`config.mk`:
```
export PLATFORM = sky130hd
export DESIGN_NAME = trq_ctrl
export DESIGN_NICKNAME = d
export VERILOG_FILES = /design/src/sv/trq_pkg.sv /design/src/sv/trq_ctrl.sv
export SDC_FILE = /design/constraint.sdc
export NUM_CORES = 1
export LEC_CHECK = 0
export BUFFER_PORTS_ARGS = -buffer_cell sky130_fd_sc_hd__clkbuf_2
export CAP_MARGIN = 20
export CORE_AREA = 2 2 39 41
export CTS_BUF_LIST = sky130_fd_sc_hd__clkbuf_8
export DETAILED_ROUTE_END_ITERATION = 6
export DIE_AREA = 0 0 41 43
export SLEW_MARGIN = 30
export SYNTH_ARGS = -nofsm -noshare
export SYNTH_HDL_FRONTEND = slang
export SYNTH_SLANG_ARGS = --single-unit
```
`constraint.sdc`:
```
create_clock -name clock -period 2.81 [get_ports clock]
set_input_delay 0.843 -clock clock [delete_from_list [all_inputs] [get_ports clock]]
set_output_delay 0.843 -clock clock [all_outputs]
set_load 0.005 [all_outputs]
```
`src/sv/trq_pkg.sv`:
```
// ============================================================================
// trq_pkg
// Shared types and constants of the timestamp range queue: register indexes,
// the stored entry layout and the control/status words between controller
// and datapath.
// ============================================================================
package trq_pkg;

   localparam int QUEUE_DEPTH_DEFAULT = 64;
   localparam int WORD_W              = 32;
   localparam int CAP_REG_W           = 7;
   localparam int CSR_IDX_W           = 2;

   // Configuration register indexes
   localparam logic [CSR_IDX_W-1:0] CSR_QUEUE_ENABLE   = 2'd0;
   localparam logic [CSR_IDX_W-1:0] CSR_QUEUE_CAPACITY = 2'd1;
   localparam logic [CSR_IDX_W-1:0] CSR_RING_OFFSET    = 2'd2;
   localparam logic [CSR_IDX_W-1:0] CSR_RING_SIZE      = 2'd3;

   localparam logic [CAP_REG_W-1:0] CAPACITY_RESET = 7'd64;

   // Command codes
   localparam logic CMD_LOOKUP = 1'b1;

   // Timestamp returned when nothing matched
   localparam logic [WORD_W-1:0] STAMP_NONE = 32'hFFFF_FFFF;

   // One queued entry
   typedef struct packed {
      logic [WORD_W-1:0] stamp;
      logic [WORD_W-1:0] start;
      logic [WORD_W-1:0] length;
      logic [WORD_W-1:0] extra;
   } trq_entry_type;

   // Controller to datapath
   typedef struct packed {
      logic capture;   // word accepted this cycle
      logic push;      // run a push, or a no-op when disabled
      logic fold;      // fold lookup position, set up the scan
      logic scan;      // scan one entry per cycle
   } trq_cmd_type;

   // Datapath to controller
   typedef struct packed {
      logic lookup;     // incoming word is an enabled lookup
      logic scan_done;  // scan ends this cycle
   } trq_status_type;

   // Controller states
   typedef enum logic [4:0] {
      ST_IDLE = 5'b00001,
      ST_PUSH = 5'b00010,
      ST_FOLD = 5'b00100,
      ST_SCAN = 5'b01000,
      ST_RESP = 5'b10000
   } trq_state_type;

endpackage

```
`src/sv/trq_ctrl.sv`:
```
// ============================================================================
// trq_ctrl
// Sequencer of the timestamp range queue: accepts one word, steers the
// datapath through push or lookup and raises the result strobe.
// ============================================================================
module trq_ctrl (
   input  logic                    clock,
   input  logic                    reset,
   input  logic                    start,
   input  trq_pkg::trq_status_type status,
   output trq_pkg::trq_cmd_type    cmd,
   output logic                    busy,
   output logic                    rsp_valid
);
   import trq_pkg::*;

   trq_state_type state_ff;
   trq_state_type state_in;

   // Next state
   always_comb begin
      state_in = state_ff;
      unique case (state_ff)
         ST_IDLE: begin
            if (start) begin
               state_in = status.lookup ? ST_FOLD : ST_PUSH;
            end
         end
         ST_PUSH: state_in = ST_RESP;
         ST_FOLD: state_in = ST_SCAN;
         ST_SCAN: begin
            if (status.scan_done) begin
               state_in = ST_RESP;
            end
         end
         ST_RESP: state_in = ST_IDLE;
         default: state_in = ST_IDLE;
      endcase
   end

   always_ff @(posedge clock) begin
      if (reset) begin
         state_ff <= ST_IDLE;
      end else begin
         state_ff <= state_in;
      end
   end

   // Drive datapath commands and handshake
   assign cmd.capture = (state_ff == ST_IDLE) && start;
   assign cmd.push    = (state_ff == ST_PUSH);
   assign cmd.fold    = (state_ff == ST_FOLD);
   assign cmd.scan    = (state_ff == ST_SCAN);
   assign busy        = (state_ff != ST_IDLE);
   assign rsp_valid   = (state_ff == ST_RESP);

endmodule

```
Word level (Yosys, flattened, before mapping)
Cells that the tools add are included.
{"block": "word_totals", "ff_bits": 5, "output_inout_bits": 6, "wordCells": 15}
{"block": "op_classes", "n_eq_ne": 8, "n_mux": 4, "n_reduce_logical": 2}
{"op": "$pmux W5 S4", "n": 1}
{"op": "$mux W5", "n": 2}
{"op": "$eq A5 B1 Y1 const B", "n": 1}
{"op": "$eq A5 B2 Y1 const B", "n": 1}
{"op": "$eq A5 B3 Y1 const B", "n": 1}
{"op": "$eq A5 B4 Y1 const B", "n": 1}
{"op": "$eq A5 B5 Y1 const B", "n": 1}
{"op": "$ne A5 B1 Y1 const B", "n": 1}
{"op": "$ne A2 B2 Y1 const B", "n": 2}
{"op": "$mux W3", "n": 1}
{"op": "$reduce_and A2 Y1", "n": 1}
{"op": "$logic_and A1 B1 Y1", "n": 1}

Depth between registers and ports, before layout
Gate-level depths: netlist of the first run.
{"block": "logic_depth", "ltp_word": 3, "depth_mapped": 3, "mapped_depth_nobuf": 3}

Worst setup path after synthesis of the first run
OpenSTA, ideal clock, no wires.
{"block": "synth_timing", "kind": "input-to-output", "startpoint": "input port start", "endpoint": "output port cmd[3] in the netlist's numbering", "t_arrival_ns": 1.044, "required_ns": 1.967, "path_slack_ns": 0.923, "path_stages": 2, "path_cell_list": "nand4_2 > inv_1"}
{"element": "start: declaration", "line_no": "trq_ctrl.sv:9", "source": "input logic start,"}
{"element": "end: declaration", "line_no": "trq_ctrl.sv:11", "source": "output trq_pkg::trq_cmd_type cmd,"}

==> impl_summary.txt, run 1 <==
----------------------------------------------------
[Synthesis]
  Synth warnings ... 0
  Number of register bits inferred by synthesis ... 5
  Number of flops mapped to enable cells by yosys ... 0
  Summed instance area of the synthesized netlist ... 273 um^2
  Proportion of synthesized chip area in sequential cells ... a little under two fifths
  Top_reg_cell synth ... dfxtp_1
  Number of different library cells in the post-synthesis netlist ... 20
  Post-synth net total ... 36
  Most area-hungry cell type in the Yosys netlist ... dfxtp_1
  Cell types occupying the most area after synthesis ... dfxtp_1 (37%), nor2_1 (8.3%), and4bb_1 (4.6%)
  Async set-reset flop share out of synthesis ... 0%
  Area share of the largest cell type after synthesis ... between 30 and 40%
  Post-Syn Area per Cell ... ~8.8 um^2
  Number of instances in the synthesized netlist ... 31

[Final layout]
  Combined area of the multi-input logic cells ... between 150 and 200 um^2
  Top Registers ... state_ff (5)
  ANT cells ... 0
  Register with the most flip-flops ... state_ff
  Proportion of layout cells with a drive suffix above 1 ... a little under two fifths
  Non-filler cells, final ... between 60 and 70
  Most common cell after layout, fill and taps aside ... clkbuf_2
  Final-stage net count ... 51
  Commonest non-fill, non-tap cells in the layout ... clkbuf_2 (10), nor2_1 (6), dfxtp_1 (5), clkbuf_8 (3)
  Sequential cell area ... approximately 100 um^2
  Fin util ... roughly 28%
  Max FFs per register ... 5
  Area growth from synthesis to layout ... 42.2%
  Fill cell total of the finished layout ... 145

[Floorplanning]
  Core Area ... 0.00138 mm^2
  Boundary Pins ... 11
  Cell row count ... 14
  Initial core utilization ... approximately 20%
  DIE AREA ... 0.00176 mm^2
  Die W ... 41 um
  Vertical die dimension ... around 43 um

[Timing]
  Total negative slack ... 0 ps
  Slew at the pin closest to its max-slew limit ... approximately 240 ps
  Share of the clock period used by the worst path ... about three quarters
  Unrepaired setup endpoints after global routing ... no
  Clock skew after layout ... 0.464 ps
  Peak Freq ... between 400 and 500 MHz
  Number of max-slew violations in the final report ... 0
  Period minus WS final ... approximately 2100 ps
  Tightest slew margin relative to the limit ... roughly 84%
  Number of endpoints with negative hold slack in the final report ... 0
  Final Setup Violations ... 0

[Power and ir drop]
  Total power of the final layout ... between 0.2 and 0.25 mW
  Power density cells ... just under 600 mW/mm^2
  Reported leakage power ... 0.180 nW
  Worst IR Drop VDD ... around 0.27 mV

[Detailed routing]
  Routed wire length per instance ... between 8 and 9 um
  Vias per cell ... 4.54
  Number of optimization iterations in the first detailed-route pass ... 4
  Number of DRC markers in iteration 0 ... 6
  Vias post-DR ... ~280
  Post-Route WL ... around 550 um
  Detail Route Antenna Nets ... 0
  DRC violations left ... 0

[CTS]
  H-tree depth reported by CTS ... 1
  Number of sinks driven by the clock tree ... 5
  Post-CTS sizing ... 0
  Maximum root-to-sink buffer count ... 2
  Number of CTS-inserted buffers ... 3
  Buffers inserted during post-CTS setup optimization ... 0
  Clk pin slew, worst setup/hold paths ... 30 ps
  Hold Buf Count CTS ... 0
  Clock root buffer ... clkbuf_8
  Clock tree from TritonCTS ... done
  Clock Latency Late Sink ... around 220 ps

[Global routing]
  Number of global-route vias before repair ... about 250
  Maximum number of pins on one net before global-route repair ... 8
  First-pass GRT wire length ... approximately 950 um
  Overflow left after global routing ... 0
  Overall routing resource usage ... under 10%
  Antenna violations before repair ... 0

[Critical path]
  Critical path start-end classification ... input pin to primary output
  Crit-path max FO ... 4
  Endpoint kind of the worst setup timing path ... primary output
  Setup slack of the worst register-to-register path ... roughly 1700 ps
  Critical path data required time ... between 1500 and 2000 ps
  Startpoint type of the worst setup path ... input pin
  Arr. time, crit path ... 1270 ps

[Placement]
  Number of buffer cells added on primary ports ... 10
  Gpl congestion ... approximately 0.75
  Count of placed standard cells including taps ... 57
  HPWL Detailed ... roughly 420 um

[Hold path]
  Hold Crit Class ... register to register

[Flow run]
  Total of max-cap violations ... 0

[Run status]
  Run status ... finished, final reports clean

----------------------------------------------------
area by class of cell:
cell class	count	share of cell area, %
multi-input cells	25	43.5
flip-flops and latches	5	25.8
repair buffers	10	12.9
clock buffers	3	10.6
well taps	16	5.16
clock inverters	1	0.968
inverters	1	0.968
layer usage:
layer	GRT usage, %	part of all wire (%)
met3	3.14	4.8
met5	0	0
met2	10.9	48
met4	6.00	2.9
met1	9.65	44
through the flow:
stage,worst slack [ps],hold WS (ps),area [um^2]
global placement,697,585,343
finish,696,599,388
floorplan,923,528,273
detailed placement,698,594,343
CTS,694,598,388
global route,635,630,388
power breakdown:
group,internal [mW],total [mW],switching [mW]
Clock,0.0935,0.127,0.0339
Combinational,0.0122,0.0237,0.0115
Sequential,0.0742,0.0787,0.00452
Total,0.180,0.230,0.0499
Yosys cell counts (2+ instances only):
cell type,n
nand2b_1,2
dfxtp_1,5
nor2_1,6
o21ai_0,2
cells by family (layout without fill, tap and decap cells):
group	after synthesis	after routing	synth area share, %
compound gates	5	5	11.9
xor+xnor	1	1	3.21
flops	5	5	36.7
buf+inv	1	15	1.37
simple gates	19	19	46.8
path summary, 6_finish.rpt:
| check | startpoint | end | cells after the start |
|---|---|---|---|
| max | start | cmd[3] | 4 |
| min | state_ff[0]$_SDFFE_PP1P_ | state_ff[2]$_SDFFE_PP0P_ | 2 |
| max reg2reg | state_ff[2]$_SDFFE_PP0P_ | state_ff[0]$_SDFFE_PP1P_ | 3 |
| min reg2reg | state_ff[0]$_SDFFE_PP1P_ | state_ff[2]$_SDFFE_PP0P_ | 2 |
worst max-delay path, stage by stage:
cell,delay [ps]
clkbuf_2,90
nand4_2,150
inv_1,90
clkbuf_2,110
(Power assumes the default switching activity.)
==> run 2, diff against run 1 <==
- ABC_AREA: default -> 1
- clock period: 2.81 -> 1.8 ns (I/O delays scaled with it)
==> impl_summary.txt, run 2 <==
----------------------------------------------------
[CTS]
  Clock tree from TritonCTS ... done
  Clock Latency Late Sink ... ~220 ps
  Number of CTS-inserted buffers ... 3
  Hold Buf Count CTS ... 0
  Clock root buffer ... clkbuf_8
  Number of sinks driven by the clock tree ... 5
  Clk pin slew, worst setup/hold paths ... about 30 ps
  Maximum root-to-sink buffer count ... 2
  H-tree depth reported by CTS ... 1

[Final layout]
  Final-stage net count ... 70
  Commonest non-fill, non-tap cells in the layout ... inv_1 (15), clkbuf_2 (10), nor2_1 (6), nand2_1 (6), dfxtp_1 (4)
  Area growth from synthesis to layout ... 38.4%
  Proportion of layout cells with a drive suffix above 1 ... 42.2%
  Max FFs per register ... 5
  Fill cell total of the finished layout ... about 160
  Register with the most flip-flops ... state_ff
  Top Registers ... state_ff (5)
  Most common cell after layout, fill and taps aside ... inv_1
  Fin util ... 32.3%
  Non-filler cells, final ... 80
  ANT cells ... 0

[Detailed routing]
  Detail Route Antenna Nets ... 0
  Number of optimization iterations in the first detailed-route pass ... 3
  DRC violations left ... 0
  Post-Route WL ... around 650 um
  Vias per cell ... 3.91
  Vias post-DR ... about 310
  Number of DRC markers in iteration 0 ... 4
  Routed wire length per instance ... between 8 and 9 um

[Synthesis]
  Number of different library cells in the post-synthesis netlist ... 12
  Cell types occupying the most area after synthesis ... dfxtp_1 (31%), inv_1 (16%), nor2_4 (10%)
  Proportion of synthesized chip area in sequential cells ... between 30 and 40%
  Top_reg_cell synth ... dfxtp_1
  Async set-reset flop share out of synthesis ... 0%
  Post-synth net total ... 54
  Most frequent cell after synthesis ... inv_1
  Synth warnings ... 0
  Summed instance area of the synthesized netlist ... ~320 um^2
  Number of register bits inferred by synthesis ... 5
  Number of instances in the synthesized netlist ... 49
  Most area-hungry cell type in the Yosys netlist ... dfxtp_1
  Number of flops mapped to enable cells by yosys ... 0
  Area share of the largest cell type after synthesis ... between 30 and 40%
  Post-Syn Area per Cell ... ~6.6 um^2
  Most frequent cells after synthesis ... inv_1 (14), nand2_1 (6), nor2_1 (6)

[Floorplanning]
  Vertical die dimension ... 43 um
  DIE AREA ... approximately 0.0018 mm^2
  Initial core utilization ... between 20% and 30%
  Core Area ... 0.00138 mm^2
  Boundary Pins ... 11
  Die W ... 41 um
  Cell row count ... 14

[Critical path]
  Setup slack of the worst register-to-register path ... slightly below 800 ps
  Endpoint kind of the worst setup timing path ... primary output
  Crit-path max FO ... 3
  Startpoint type of the worst setup path ... register
  Critical path start-end classification ... register to primary output
  Arr. time, crit path ... ~1200 ps
  Critical path data required time ... 1260 ps

[Run status]
  Run status ... finished, final reports clean

[Global routing]
  Overall routing resource usage ... 9.05%
  Number of global-route vias before repair ... around 250
  Overflow left after global routing ... 0
  Maximum number of pins on one net before global-route repair ... 8
  Antenna violations before repair ... 0
  First-pass GRT wire length ... 1000 um

[Timing]
  Clock skew after layout ... a little under 0.4 ps
  Final Setup Violations ... 0
  Number of max-slew violations in the final report ... 0
  Period minus WS final ... approximately 1700 ps
  Number of endpoints with negative hold slack in the final report ... 0
  Total negative slack ... 0 ps
  Tightest slew margin relative to the limit ... roughly 87%
  Share of the clock period used by the worst path ... 94.1%
  Peak Freq ... around 600 MHz
  Crit path setup slack, layout ... about 110 ps
  Unrepaired setup endpoints after global routing ... no
  Slew at the pin closest to its max-slew limit ... about 190 ps

[Power and ir drop]
  Power density cells ... between 800 and 900 mW/mm^2
  Total power of the final layout ... roughly 0.39 mW
  Reported leakage power ... around 0.25 nW
  Worst IR Drop VDD ... around 0.32 mV

[Flow run]
  Total of max-cap violations ... 0

[Placement]
  Count of placed standard cells including taps ... 75
  HPWL Detailed ... between 400 and 500 um
  Number of buffer cells added on primary ports ... 10
  Gpl congestion ... between 0.7 and 0.8
  Worst Setup Slack post-DPL ... ~320 ps

[Hold path]
  Hold Crit Class ... input pin to register

----------------------------------------------------
-- run 2: through the flow --
| step | hold slack [ps] | cell area (um^2) |
|---|---|---|
| after floorplan | 567 | 323 |
| final | 502 | 447 |
| after global placement | 624 | 393 |
| after global routing | 504 | 447 |
| after detailed placement | 619 | 393 |
| after CTS | 499 | 438 |
-- run 2: where the power goes --
part	switching (mW)	internal, mW	total [mW]
registers	0.00579	0.118	0.124
logic	0.0442	0.0279	0.0721
clock network	0.0516	0.146	0.197
-- run 2: worst paths after layout --
kind / from / endpoint / cells past startpoint
max: state_ff[0]$_SDFFE_PP1P_ / cmd[3] / 7
min: status[1] / state_ff[1]$_SDFFE_PP0P_ / 2
max reg2reg: state_ff[1]$_SDFFE_PP0P_ / state_ff[0]$_SDFFE_PP1P_ / 6
min reg2reg: state_ff[0]$_SDFFE_PP1P_ / state_ff[3]$_SDFFE_PP0P_ / 3
-- run 2: cell families after synthesis --
kind of cell           count (synthesis)  share of synthesized area (%)
buffers and inverters                 16                           18.6
AOI/OAI and AO/OA                      1                           1.55
DFF                                    5                           31.0
and+or+nand+nor                       27                           48.8
-- run 2: cell type report --
cell class	instances	area, um^2	area share [%]
tap	16	20.0	4.48
inverter	16	60.1	13.4
timing repair buffer	11	57.6	12.9
clock inverter	1	3.75	0.840
sequential	5	101	22.7
multi-input combinational	28	163	36.4
clock buffer	3	41.3	9.24
-- run 2: what timing repair did --
action,CTS,global route
endpoints found under the hold margin,0,0
resized for setup,0,1
setup buffers,0,1
endpoints found under the setup margin,0,1
-- run 2: metal layers --
metal	track usage [%]	share of wire, %	vias up
li1	-	-	174
met3	3.14	8.5	0
met4	10.0	0	0
met1	11.7	50	129
met5	0	0	-
met2	10.3	41	10
-- run 2: critical path, cell delays in order (launching register included) --
cell and delay (ps):
dfxtp_2 330, inv_1 40, nor2_1 110, inv_1 90, nor2_4 120, nand2_2 80, inv_1 60, clkbuf_2 100
